`src/hdl/skm_pkg.sv`:
```
// Shared types, constants and the saturation helper function of the shifted complex kernel multiply.
// Depends on nothing; every other file of the block but skm_ram refers to it by scoped names.
`timescale 1ns / 1ps
`default_nettype none
package skm_pkg;

   localparam int MAX_LINE_DEFAULT = 1024;
   localparam int LEN_W = 11;
   localparam logic [LEN_W-1:0] LINE_LENGTH_RESET = 11'd1024;
   localparam int QUEUE_DEPTH = 2;
   localparam int SAMPLE_W = 16;
   localparam int PROD_W = 32;

   typedef enum logic {
      OP_SAMPLE = 1'b0,
      OP_DRAIN  = 1'b1
   } opcode_type;

   typedef struct packed {
      opcode_type                  opcode;
      logic signed [SAMPLE_W-1:0]  img_re;
      logic signed [SAMPLE_W-1:0]  img_im;
      logic signed [SAMPLE_W-1:0]  ker_re;
      logic signed [SAMPLE_W-1:0]  ker_im;
   } req_type;

   typedef struct packed {
      logic signed [PROD_W-1:0] prod_re;
      logic signed [PROD_W-1:0] prod_im;
      logic                     line_end;
   } rsp_type;

   // What the front end has decided about one request.
   typedef struct packed {
      logic emit;       // a stored product of the previous line goes out
      logic line_end;   // that product closes its line
      logic write;      // a new product is stored
   } ctl_type;

   // Clamp a 33-bit sum to the signed 32-bit range.
   function automatic logic signed [PROD_W-1:0] sat33(input logic signed [PROD_W:0] v);
      logic signed [PROD_W-1:0] r;
      if (v > $signed({2'b00, {(PROD_W-1){1'b1}}})) begin
         r = {1'b0, {(PROD_W-1){1'b1}}};
      end else if (v < $signed({2'b11, {(PROD_W-1){1'b0}}})) begin
         r = {1'b1, {(PROD_W-1){1'b0}}};
      end else begin
         r = v[PROD_W-1:0];
      end
      return r;
   endfunction

endpackage
`default_nettype wire

```
`src/hdl/skm_queue.sv`:
```
// Short queue between front and back end, carrying decisions, addresses and operands.
// Depends on skm_pkg.
`timescale 1ns / 1ps
`default_nettype none
module skm_queue #(
   parameter int ADDR_W = 11
) (
   input  wire logic                 clock,
   input  wire logic                 reset,
   input  wire logic                 push,
   input  wire skm_pkg::ctl_type     push_ctl,
   input  wire logic [ADDR_W-1:0]    push_rd_addr,
   input  wire logic [ADDR_W-1:0]    push_wr_addr,
   input  wire skm_pkg::req_type     push_op,
   input  wire logic                 pop,
   output logic                      full,
   output logic                      empty,
   output skm_pkg::ctl_type          head_ctl,
   output logic      [ADDR_W-1:0]    head_rd_addr,
   output logic      [ADDR_W-1:0]    head_wr_addr,
   output skm_pkg::req_type          head_op
);

   localparam int PTR_W = $clog2(skm_pkg::QUEUE_DEPTH);
   localparam int CNT_W = $clog2(skm_pkg::QUEUE_DEPTH + 1);
   localparam logic [PTR_W-1:0] PTR_LAST = PTR_W'(skm_pkg::QUEUE_DEPTH - 1);

   skm_pkg::ctl_type ctl_ff  [skm_pkg::QUEUE_DEPTH];
   logic [ADDR_W-1:0] rd_ff  [skm_pkg::QUEUE_DEPTH];
   logic [ADDR_W-1:0] wr_ff  [skm_pkg::QUEUE_DEPTH];
   skm_pkg::req_type op_ff   [skm_pkg::QUEUE_DEPTH];

   logic [PTR_W-1:0] head_ff, head_in;
   logic [PTR_W-1:0] tail_ff, tail_in;
   logic [CNT_W-1:0] count_ff, count_in;

   always_comb begin
      full    = (count_ff == CNT_W'(skm_pkg::QUEUE_DEPTH));
      empty   = (count_ff == '0);
      head_in = head_ff;
      tail_in = tail_ff;
      if (push) begin
         tail_in = (tail_ff == PTR_LAST) ? '0 : tail_ff + PTR_W'(1);
      end
      if (pop) begin
         head_in = (head_ff == PTR_LAST) ? '0 : head_ff + PTR_W'(1);
      end
      count_in = count_ff;
      if (push && !pop) begin
         count_in = count_ff + CNT_W'(1);
      end else if (pop && !push) begin
         count_in = count_ff - CNT_W'(1);
      end
   end

   always_ff @(posedge clock) begin
      if (reset) begin
         head_ff  <= '0;
         tail_ff  <= '0;
         count_ff <= '0;
      end else begin
         head_ff  <= head_in;
         tail_ff  <= tail_in;
         count_ff <= count_in;
      end
   end

   always_ff @(posedge clock) begin
      if (push) begin
         ctl_ff[tail_ff] <= push_ctl;
         rd_ff[tail_ff]  <= push_rd_addr;
         wr_ff[tail_ff]  <= push_wr_addr;
         op_ff[tail_ff]  <= push_op;
      end
   end

   assign head_ctl     = ctl_ff[head_ff];
   assign head_rd_addr = rd_ff[head_ff];
   assign head_wr_addr = wr_ff[head_ff];
   assign head_op      = op_ff[head_ff];

endmodule
`default_nettype wire

```
`config.mk`:
```
export PLATFORM = sky130hd
export DESIGN_NAME = skm_queue
export DESIGN_NICKNAME = d
export VERILOG_FILES = /design/src/hdl/skm_pkg.sv /design/src/hdl/skm_queue.sv
export SDC_FILE = /design/constraint.sdc
export NUM_CORES = 1
export LEC_CHECK = 0
export BUFFER_PORTS_ARGS = -buffer_cell sky130_fd_sc_hd__buf_2
export CORE_MARGIN = 2
export CORE_UTILIZATION = 30
export CTS_CLUSTER_SIZE = 8
export DETAILED_ROUTE_END_ITERATION = 7
export SYNTH_ARGS = -nofsm -noshare
export SYNTH_HDL_FRONTEND = slang
export SYNTH_SLANG_ARGS = --single-unit
```
`constraint.sdc`:
```
create_clock -name clock -period 11.8 [get_ports clock]
set_input_delay 1.18 -clock clock [delete_from_list [all_inputs] [get_ports clock]]
set_output_delay 1.18 -clock clock [all_outputs]
set_load 0.02 [all_outputs]
```
==> flow_metrics.tcl <==
set metrics [dict create \
    tightest_slew_ns 1.25 \
    grt_pass1_vias 3805 \
    whs_path_depth 2 \
    synth_cell_types 16 \
    drv_cap 0 \
    rr_startpoint "tail_ff" \
    multiInputGateArea_um2 1130 \
    cts_root_buf "clkbuf_16" \
    insertion_delay_ns 0.42 \
    syn_avg_cell_area_um2 22.3 \
    required_ns 10.62 \
    cts_tree "yes" \
    synth.area.top_cells "edfxtp_1 80%, mux2_2 15%, buf_6 1.5%" \
    die_area_um2 23700 \
    syn_inst 302 \
    numCtsBuffers 17 \
    grt_setup_unrepaired "no" \
    num_vias 3453 \
    die_w_um 154 \
    worstSetupEndpointType "output port" \
    cts_sinks 185 \
    grt_max_degree 91 \
    ant_nets 0 \
    yosys.area.top_type_share_pct 80.3 \
    status "completed" \
    via_per_inst 4.35 \
    crit_arrival_ns 2.27 \
    synth_seq_cells 185 \
    place_congestion 0.680 \
    synth_area_um2 6740 \
    yosys.cell_count.top_type "edfxtp_1" \
    hold_viol 0 \
    synth_ff_type "edfxtp_1" \
    drt-pass1-iter-count 4 \
    period_needed_ns 3.45 \
    hpwlAfterDp_um 8260 \
    ir_drop_uv 97.5 \
    overflow 0 \
    tns_ns 0 \
    period_share_pct 29.2 \
    area_growth_pct 26.4 \
    place.port_buffers 185 \
    worstPathMaxFanout 90 \
    synth_edf_count 180 \
    die-height_um 154 \
    antenna_found_initial 1 \
    drive_gt1_share_pct 60.7 \
    drv_slew 0 \
    wl_per_cell_um 16.1 \
    wirelength_um 12800 \
    drtIter0Drc 129 \
    core_um2 22000 \
    nets 594 \
    timing.fmax_mhz 290 \
    rows 54 \
    seq_area_um2 5510 \
    min_to "count_ff[1]" \
    io_pins 186 \
    power_density_nw_per_um2 178 \
    fillers 2017 \
    grt_pass1_wl_um 19900 \
    worst_r2r_path_depth 2 \
    startpoint_type "flip-flop" \
    worst_hold_path_type "flip-flop to flip-flop" \
    skew_ns 0.00865 \
    relSlewSlack_pct 16.8 \
    initial_utilization_pct 30.7 \
    postCtsResizedCells 0 \
    cts_max_level 4 \
    reg2reg_slack_ns 9.75 \
    ys_async_sr_fraction_pct 0 \
    grtUsageTotal_pct 11.1 \
    leakage_nw 3.14 \
    r2r-end "op_ff[1][5]" \
    setup_violations 0 \
    ys_seq_area_share_pct 81.7 \
    post_cts_buffers 0 \
    yosysTopAreaCell "edfxtp_1" \
    hold_ws_ns 0.511 \
    holdBufCountCts 0 \
    synth_common_cells "180 x edfxtp_1, 90 x mux2_2, 9 x buf_6" \
    synth_fp_nets 397 \
    worstHoldStart "count_ff[1]" \
    crit_type "flip-flop to output port" \
    ys.warnings.count 0 \
    cts_buffer_depth 2 \
    path_clk_slew_ns 0.06 \
    drc_errors 0 \
]
report_power, final:
group          switching [mW]  internal, mW  leakage (nW)  total, mW
sequential             0.0213         0.766          1.73      0.788
combinational          0.0982        0.0722          1.14      0.170
clock                   0.242         0.312         0.273      0.554
registers in the layout, summed over array words and instances (netlist names), named ones only:
| signal | cells |
|---|---|
| rd_ff | 22 |
| op_ff | 130 |
| tail_ff | 1 |
| count_ff | 2 |
| wr_ff | 22 |
| ctl_ff | 6 |
| head_ff | 1 |
layout by cell type (no fill, tap or decap):
master,Yosys,final
a21oi_1,1,1
mux2_2,90,90
nor2b_4,0,1
xor2_1,2,2
buf_2,0,185
nor2_1,5,5
diode_2,0,1
clkbuf_16,0,17
clkinv_1,0,3
bufinv_16,0,2
clkinv_4,0,2
edfxtp_1,180,180
clkinvlp_4,0,3
xnor2_1,2,2
and2b_2,1,1
dfxtp_1,5,4
clkinv_2,0,2
buf_4,1,3
or3_1,1,1
inv_1,1,1
inv_6,0,3
and2_4,0,1
ha_1,1,1
dfxtp_4,0,1
o21ai_0,1,1
metal layers:
| metal | part of all wire [%] | GRT usage, % |
|---|---|---|
| met4 | 2.0 | 4.76 |
| met3 | 7.0 | 3.97 |
| met2 | 50 | 18.9 |
| met1 | 41 | 12.6 |
| met5 | 0 | 0 |
worst max-delay path by stage:
stage	depth (start not counted)	slack, ns	start	end
floorplan	1	6.14	push	ctl_ff[0][0]
global placement	2	8.80	flip-flop	head_op[3]
detailed placement	2	8.75	flip-flop	head_op[4]
CTS	2	8.29	flip-flop	head_op[4]
global route	2	8.19	flip-flop	head_op[0]
finish	2	8.35	flip-flop	head_op[0]
worst max-delay path, cell delays in order (launching register included):
cell and delay, ns:
dfxtp_4 1.17, mux2_2 0.45, buf_2 0.16
cell families (layout without fill, tap and decap cells):
group	after synthesis	in the layout	synth area share, %
flops	185	185	81.7
mux	90	90	15.0
buf+inv	11	221	1.67
simple gates	9	9	0.688
xor+xnor	4	4	0.520
compound gates	2	2	0.148
fa+ha+maj	1	1	0.186
other cells	0	1	0
per-stage QoR:
stage          setup WS (ns)  total power [mW]  util, %  std cells  instance area [um^2]
2_1_floorplan           6.14             0.912        -        302                  6740
3_3_place_gp            8.80             0.971     36.2        760                  7940
3_5_place_dp            8.75             0.977     36.2        760                  7940
4_1_cts                 8.29              1.54     38.8        792                  8510
5_1_grt                 8.19              1.58     38.8        793                  8510
6_report                8.35              1.51     38.8        793                  8510
area by class of cell:
cell class | instances | area share [%]
well taps | 280 | 4.11
inverters | 1 | 0.0441
diodes | 1 | 0.0294
clock buffers | 17 | 5.00
flip-flops and latches | 185 | 64.7
clock inverters | 15 | 1.73
repair buffers | 188 | 11.1
multi-input cells | 106 | 13.2
Note: power is estimated with default switching activity, not from simulation.
