## src/hdl/skm_pkg.sv

```systemverilog
// Shared types, constants and the saturation helper function of the shifted complex kernel multiply.
// Depends on nothing; every other file of the block but skm_ram refers to it by scoped names.
`timescale 1ns / 1ps
`default_nettype none
package skm_pkg;

   localparam int MAX_LINE_DEFAULT = 1024;
   localparam int LEN_W = 11;
   localparam logic [LEN_W-1:0] LINE_LENGTH_RESET = 11'd1024;
   localparam int QUEUE_DEPTH = 2;
   localparam int SAMPLE_W = 16;
   localparam int PROD_W = 32;

   typedef enum logic {
      OP_SAMPLE = 1'b0,
      OP_DRAIN  = 1'b1
   } opcode_type;

   typedef struct packed {
      opcode_type                  opcode;
      logic signed [SAMPLE_W-1:0]  img_re;
      logic signed [SAMPLE_W-1:0]  img_im;
      logic signed [SAMPLE_W-1:0]  ker_re;
      logic signed [SAMPLE_W-1:0]  ker_im;
   } req_type;

   typedef struct packed {
      logic signed [PROD_W-1:0] prod_re;
      logic signed [PROD_W-1:0] prod_im;
      logic                     line_end;
   } rsp_type;

   // What the front end has decided about one request.
   typedef struct packed {
      logic emit;       // a stored product of the previous line goes out
      logic line_end;   // that product closes its line
      logic write;      // a new product is stored
   } ctl_type;

   // Clamp a 33-bit sum to the signed 32-bit range.
   function automatic logic signed [PROD_W-1:0] sat33(input logic signed [PROD_W:0] v);
      logic signed [PROD_W-1:0] r;
      if (v > $signed({2'b00, {(PROD_W-1){1'b1}}})) begin
         r = {1'b0, {(PROD_W-1){1'b1}}};
      end else if (v < $signed({2'b11, {(PROD_W-1){1'b0}}})) begin
         r = {1'b1, {(PROD_W-1){1'b0}}};
      end else begin
         r = v[PROD_W-1:0];
      end
      return r;
   endfunction

endpackage
`default_nettype wire

```

## src/hdl/skm_front.sv

```systemverilog
// Front end: holds the line length, tracks line position and banks, classifies requests.
// Depends on skm_pkg.
`timescale 1ns / 1ps
`default_nettype none
module skm_front #(
   parameter int MAX_LINE = skm_pkg::MAX_LINE_DEFAULT,
   parameter int POS_W    = $clog2(MAX_LINE)
) (
   input  wire logic                     clock,
   input  wire logic                     reset,
   input  wire logic                     req_valid,
   output logic                          req_ready,
   input  wire skm_pkg::req_type         req_data,
   input  wire logic                     csr_valid,
   output logic                          csr_ready,
   input  wire logic [skm_pkg::LEN_W-1:0] csr_wdata,
   input  wire logic                     queue_full,
   output logic                          push,
   output skm_pkg::ctl_type              push_ctl,
   output logic      [POS_W:0]           push_rd_addr,
   output logic      [POS_W:0]           push_wr_addr
);

   localparam int RESET_LEN_RAW = int'(skm_pkg::LINE_LENGTH_RESET);
   localparam int RESET_EFF = (RESET_LEN_RAW < 1) ? 1 :
                              ((RESET_LEN_RAW > MAX_LINE) ? MAX_LINE : RESET_LEN_RAW);
   localparam logic [POS_W-1:0] RESET_LAST = POS_W'(RESET_EFF - 1);
   localparam logic [POS_W-1:0] RESET_HALF = POS_W'(RESET_EFF / 2);

   logic [POS_W-1:0] last_ff, last_in;
   logic [POS_W-1:0] half_ff, half_in;
   logic [POS_W-1:0] wp_ff, wp_in;
   logic             bank_ff, bank_in;
   logic             prev_ff, prev_in;

   int               len_i;
   int               eff_i;
   logic [POS_W-1:0] pos;
   logic             is_last;
   logic [POS_W:0]   sum;
   logic [POS_W:0]   sum_wrap;
   logic [POS_W-1:0] src;
   logic             drain;
   logic             fire;
   logic             live;

   assign csr_ready = 1'b1;
   assign req_ready = !queue_full;

   // Effective length is worked out once, when the register is written.
   always_comb begin
      len_i = int'(csr_wdata);
      if (len_i < 1) begin
         eff_i = 1;
      end else if (len_i > MAX_LINE) begin
         eff_i = MAX_LINE;
      end else begin
         eff_i = len_i;
      end
      last_in = last_ff;
      half_in = half_ff;
      if (csr_valid) begin
         last_in = POS_W'(eff_i - 1);
         half_in = POS_W'(eff_i >> 1);
      end
   end

   always_comb begin
      pos      = (wp_ff > last_ff) ? last_ff : wp_ff;
      is_last  = (pos == last_ff);
      sum      = {1'b0, pos} + {1'b0, half_ff};
      sum_wrap = sum - ({1'b0, last_ff} + (POS_W+1)'(1));
      src      = (sum > {1'b0, last_ff}) ? sum_wrap[POS_W-1:0] : sum[POS_W-1:0];
      drain    = (req_data.opcode == skm_pkg::OP_DRAIN);
      fire     = req_valid && req_ready;
      // A drain with nothing buffered is taken and forgotten.
      live     = !(drain && !prev_ff);
      push     = fire && live;

      push_ctl.emit     = prev_ff;
      push_ctl.line_end = is_last;
      push_ctl.write    = !drain;
      push_rd_addr      = {!bank_ff, src};
      push_wr_addr      = {bank_ff, pos};

      wp_in   = wp_ff;
      bank_in = bank_ff;
      prev_in = prev_ff;
      if (push) begin
         if (is_last) begin
            wp_in   = '0;
            bank_in = !bank_ff;
            prev_in = !drain;
         end else begin
            wp_in = pos + POS_W'(1);
         end
      end
   end

   always_ff @(posedge clock) begin
      if (reset) begin
         last_ff <= RESET_LAST;
         half_ff <= RESET_HALF;
         wp_ff   <= '0;
         bank_ff <= 1'b0;
         prev_ff <= 1'b0;
      end else begin
         last_ff <= last_in;
         half_ff <= half_in;
         wp_ff   <= wp_in;
         bank_ff <= bank_in;
         prev_ff <= prev_in;
      end
   end

endmodule
`default_nettype wire

```

## config.mk

```make
export PLATFORM = sky130hd
export DESIGN_NAME = skm_front
export DESIGN_NICKNAME = d
export VERILOG_FILES = /design/src/hdl/skm_pkg.sv /design/src/hdl/skm_front.sv
export SDC_FILE = /design/constraint.sdc
export NUM_CORES = 1
export LEC_CHECK = 0
export BUFFER_PORTS_ARGS = -buffer_cell sky130_fd_sc_hd__buf_2
export CELL_PAD_IN_SITES_DETAIL_PLACEMENT = 0
export CELL_PAD_IN_SITES_GLOBAL_PLACEMENT = 1
export CORE_ASPECT_RATIO = 0.5
export CORE_MARGIN = 4
export CORE_UTILIZATION = 39
export DETAILED_ROUTE_END_ITERATION = 16
export PLACE_DENSITY_LB_ADDON = 0.1
export SYNTH_ARGS = -nofsm -noshare
export SYNTH_HDL_FRONTEND = slang
export SYNTH_SLANG_ARGS = --single-unit
```

## constraint.sdc

```tcl
create_clock -name clock -period 16.1 [get_ports clock]
set_input_delay 3.22 -clock clock [delete_from_list [all_inputs] [get_ports clock]]
set_output_delay 3.22 -clock clock [all_outputs]
set_load 0.01 [all_outputs]
```

==> metrics.csv <==
stage,metric,value,unit
clocking,h-tree-depth,2,
placed_design,gp_congestion,0.811,
timing,fin_worst_skew,0.00269,ns
finish,finalNetCount,550,
detailed_routing,dr_total_vias,2894,
timing,fmax,104,MHz
detailed_routing,vias_per_cell,5.34,
finish,drive_above_1_share,0.171,
timing,setup_viol,0,
global_routing,grt.total_usage,0.184,
synthesis,yosys_most_used_dff,dfxtp_1,
setup_path,worstRegToRegCells,13,
setup_path,crit_chain,inv_1 > ha_1 > a21oi_1 > o21ai_0 > a2111o_1 > and2_1 > o21ai_0 > ha_1 > inv_1 > fa_1 > nand3b_1 > a21boi_0 > o21ai_0 > nor2b_1 > xnor2_1 > ha_1 > o21ai_0 > a21oi_1 > o211ai_1 > a21oi_1 > a311o_1 > mux2_2 > buf_2,
min_path,hold_depth,2,
detailed_routing,drc,0,
global_routing,grt_pass1_vias,2678,
global_routing,busiest_layer,met1,
clocking,cts_resized,0,
clocking,cts_setup_buffers,0,
min_path,hold_path.class,flip-flop to flip-flop,
detailed_routing,drt-total-wl,8.69,mm
synthesis,syn-num-nets,517,
synthesis,seq_area_frac_synth,0.208,
setup_path,end_kind,output pin,
die,die_h,70.9,µm
clocking,cts.clk_slew.worst_paths,0.05,ns
detailed_routing,avgRoutedWirePerCell,16.0,µm
pwr,p_total,0.235,mW
global_routing,antenna_found_initial,0,
setup_path,timing.rr.end,wp_ff[6],
setup_path,worstSetupPathType,flip-flop to output pin,
detailed_routing,drtAntennaViolNets,0,
synthesis,synth_area_leaders,"dfxtp_1 21%, ha_1 14%, mux2_2 6.2%",
timing,setup_tns,0,ns
timing,slew_viol_final,0,
setup_path,crit_slowest_cell,a311o_1,
run,max_cap_viol_count,0,
placed_design,dp_hpwl,7.05,mm
synthesis,syn_inst,400,
pwr,power.density,66.8,mW/mm²
setup_path,crit_path_max_incr_delay,0.51,ns
global_routing,grt_util_met1,0.304,
timing,rsz0062_at_grt,false,
timing,hold_violations,0,
global_routing,globalRoute.totalOverflow,0,
pwr,ir_drop,0.0418,mV
finish,fin_area,0.00352,mm²
setup_path,crit_fanout,19,
clocking,clk_path_buf_depth,2,
die,start_util,0.410,
setup_path,start_kind,flip-flop,
clocking,clockRootBuffer,clkbuf_16,
setup_path,cp.arrival,6.41,ns
clocking,cts.sinks,32,
placed_design,io_buffers,43,
clocking,clk_latency,0.27,ns
die,fp.dieW,134,µm
synthesis,synth-edff-count,0,
pwr,leakage,1.70,nW
timing,tightestPinTransition,0.757,ns
synthesis,async_flop_share,0,
timing,maxSlewHeadroom,0.495,
clocking,cts-hold-fix-buffers,0,
clocking,cts_buffers,5,
die,die_area,0.00948,mm²
setup_path,r2r_start,last_ff[3],
setup_path,r2r_slack,12.23,ns
global_routing,met2_usage,0.251,
synthesis,synth_cell_type_count,55,
setup_path,path_common_cell,o21ai_0,
finish,area_growth,14.0,%
min_path,hold_end,half_ff[2],
global_routing,use_met3,0.0305,
timing,timing.final.crit_share,0.598,
synthesis,synth_top_cell_area_share,0.208,
detailed_routing,first_iter_violations,185,
synthesis,synth_top_cell_by_area,dfxtp_1,
synthesis,syn_area_per_cell,7.71,µm²
synthesis,yosysWarnings,0,
detailed_routing,firstDrtPassIters,4,
setup_path,crit_required,12.88,ns
die,io-pin-count,109,
timing,period_minus_slack,9.63,ns
clocking,cts_tree,yes,
synthesis,ys_ff_latch,32,
finish,num_antenna_cells,0,
global_routing,grt_start_max_net_pins,36,
die,rows,22,
run_status,status,"complete, no violations",
min_path,worstHoldStart,half_ff[2],
global_routing,grt_pass1_wl,14.2,mm
synthesis,netlist_area,0.00308,mm²
die,core-area,0.00751,mm²
placed_design,placed_area,0.00335,mm²
[routing by layer]
layer | share of wire | vias up
li1 | - | 1485
met1 | 0.56 | 1332
met2 | 0.37 | 75
met3 | 0.062 | 2
met4 | 0.0010 | 0
met5 | 0 | -
[final cells by class]
class	count	area, µm²
multi-input cells	316	2230
fillers	793	4000
clock buffers	6	129
inverters	35	131
clock inverters	2	35.0
flip-flops and latches	32	641
well taps	108	135
repair buffers	43	215
[placed cells by master (no fill, tap or decap), types with 4 or more instances in the layout]
| cell type | instances |
|---|---|
| buf_2 | 43 |
| inv_1 | 34 |
| or3_1 | 8 |
| o21ai_0 | 24 |
| dfxtp_1 | 32 |
| nor3_1 | 8 |
| nand2b_1 | 13 |
| a21oi_1 | 29 |
| nand4_1 | 7 |
| nor2b_1 | 7 |
| xnor2_1 | 18 |
| xor2_1 | 8 |
| mux2_2 | 17 |
| a211oi_1 | 7 |
| a21o_1 | 8 |
| nor4_1 | 4 |
| nor2_1 | 27 |
| nand2_1 | 32 |
| clkbuf_16 | 5 |
| o211ai_1 | 7 |
| nand3_1 | 16 |
| ha_1 | 34 |
[logic make-up (layout without fill, tap and decap cells)]
kind of cell	Yosys count	count (layout)	share of synthesized area
XOR/XNOR	26	26	0.0738
buffers and inverters	52	86	0.0694
multiplexers	20	20	0.0718
adder cells (fa/ha/maj)	36	36	0.151
flip-flops	32	32	0.208
other	1	1	0.00122
AND/OR/NAND/NOR	137	137	0.229
AO/OA/AOI/OAI	96	96	0.196
[worst max path at each step]
| stage | startpoint | end |
|---|---|---|
| 3_3_place_gp | last_ff[3] | push_rd_addr[0] |
| 6_report | last_ff[3] | push_rd_addr[0] |
| 5_1_grt | last_ff[3] | push_rd_addr[9] |
| 2_1_floorplan | last_ff[3] | push_rd_addr[0] |
| 3_5_place_dp | last_ff[3] | push_rd_addr[0] |
| 4_1_cts | last_ff[3] | push_rd_addr[0] |
[where the power goes]
part           internal [mW]  switching, mW  leakage [nW]
Clock                 0.0727         0.0332        0.0808
Sequential            0.0821        0.00374         0.261
Combinational         0.0175         0.0254          1.36
[cell usage after synthesis, drive strengths merged, types with 9 or more instances]
cell type,n
ha,34
inv,34
dfxtp,32
nand2,32
a21oi,30
nor2,27
o21ai,24
xnor2,18
mux2,17
nand3,16
nand2b,13
clkbuf,9
[per-stage QoR]
step	hold WS, ns	util	std cells	worst slack, ns
final	0.480	0.468	542	6.47
after global routing	0.521	0.468	542	6.04
after CTS	0.481	0.468	542	6.48
after detailed placement	0.474	0.446	534	6.78
after global placement	0.470	0.446	534	6.88
after floorplan	0.451	-	400	7.69
[sequential cells by signal, summed over array words and instances, names as in the netlist]
register  flops
bank_ff       1
last_ff      10
half_ff      10
prev_ff       1
wp_ff        10
[critical path: cells and delay by family, from the launching register on]
| kind | cells | cell delay, ns |
|---|---|---|
| DFF | 1 | 0.46 |
| buffers and inverters | 3 | 0.35 |
| AOI/OAI and AO/OA | 11 | 2.67 |
| xor gates and xnor gates | 1 | 0.15 |
| muxes | 1 | 0.41 |
| adders and majority gates | 4 | 1.33 |
| and+or+nand+nor | 3 | 0.77 |
Power figures use the tool's default switching activity.
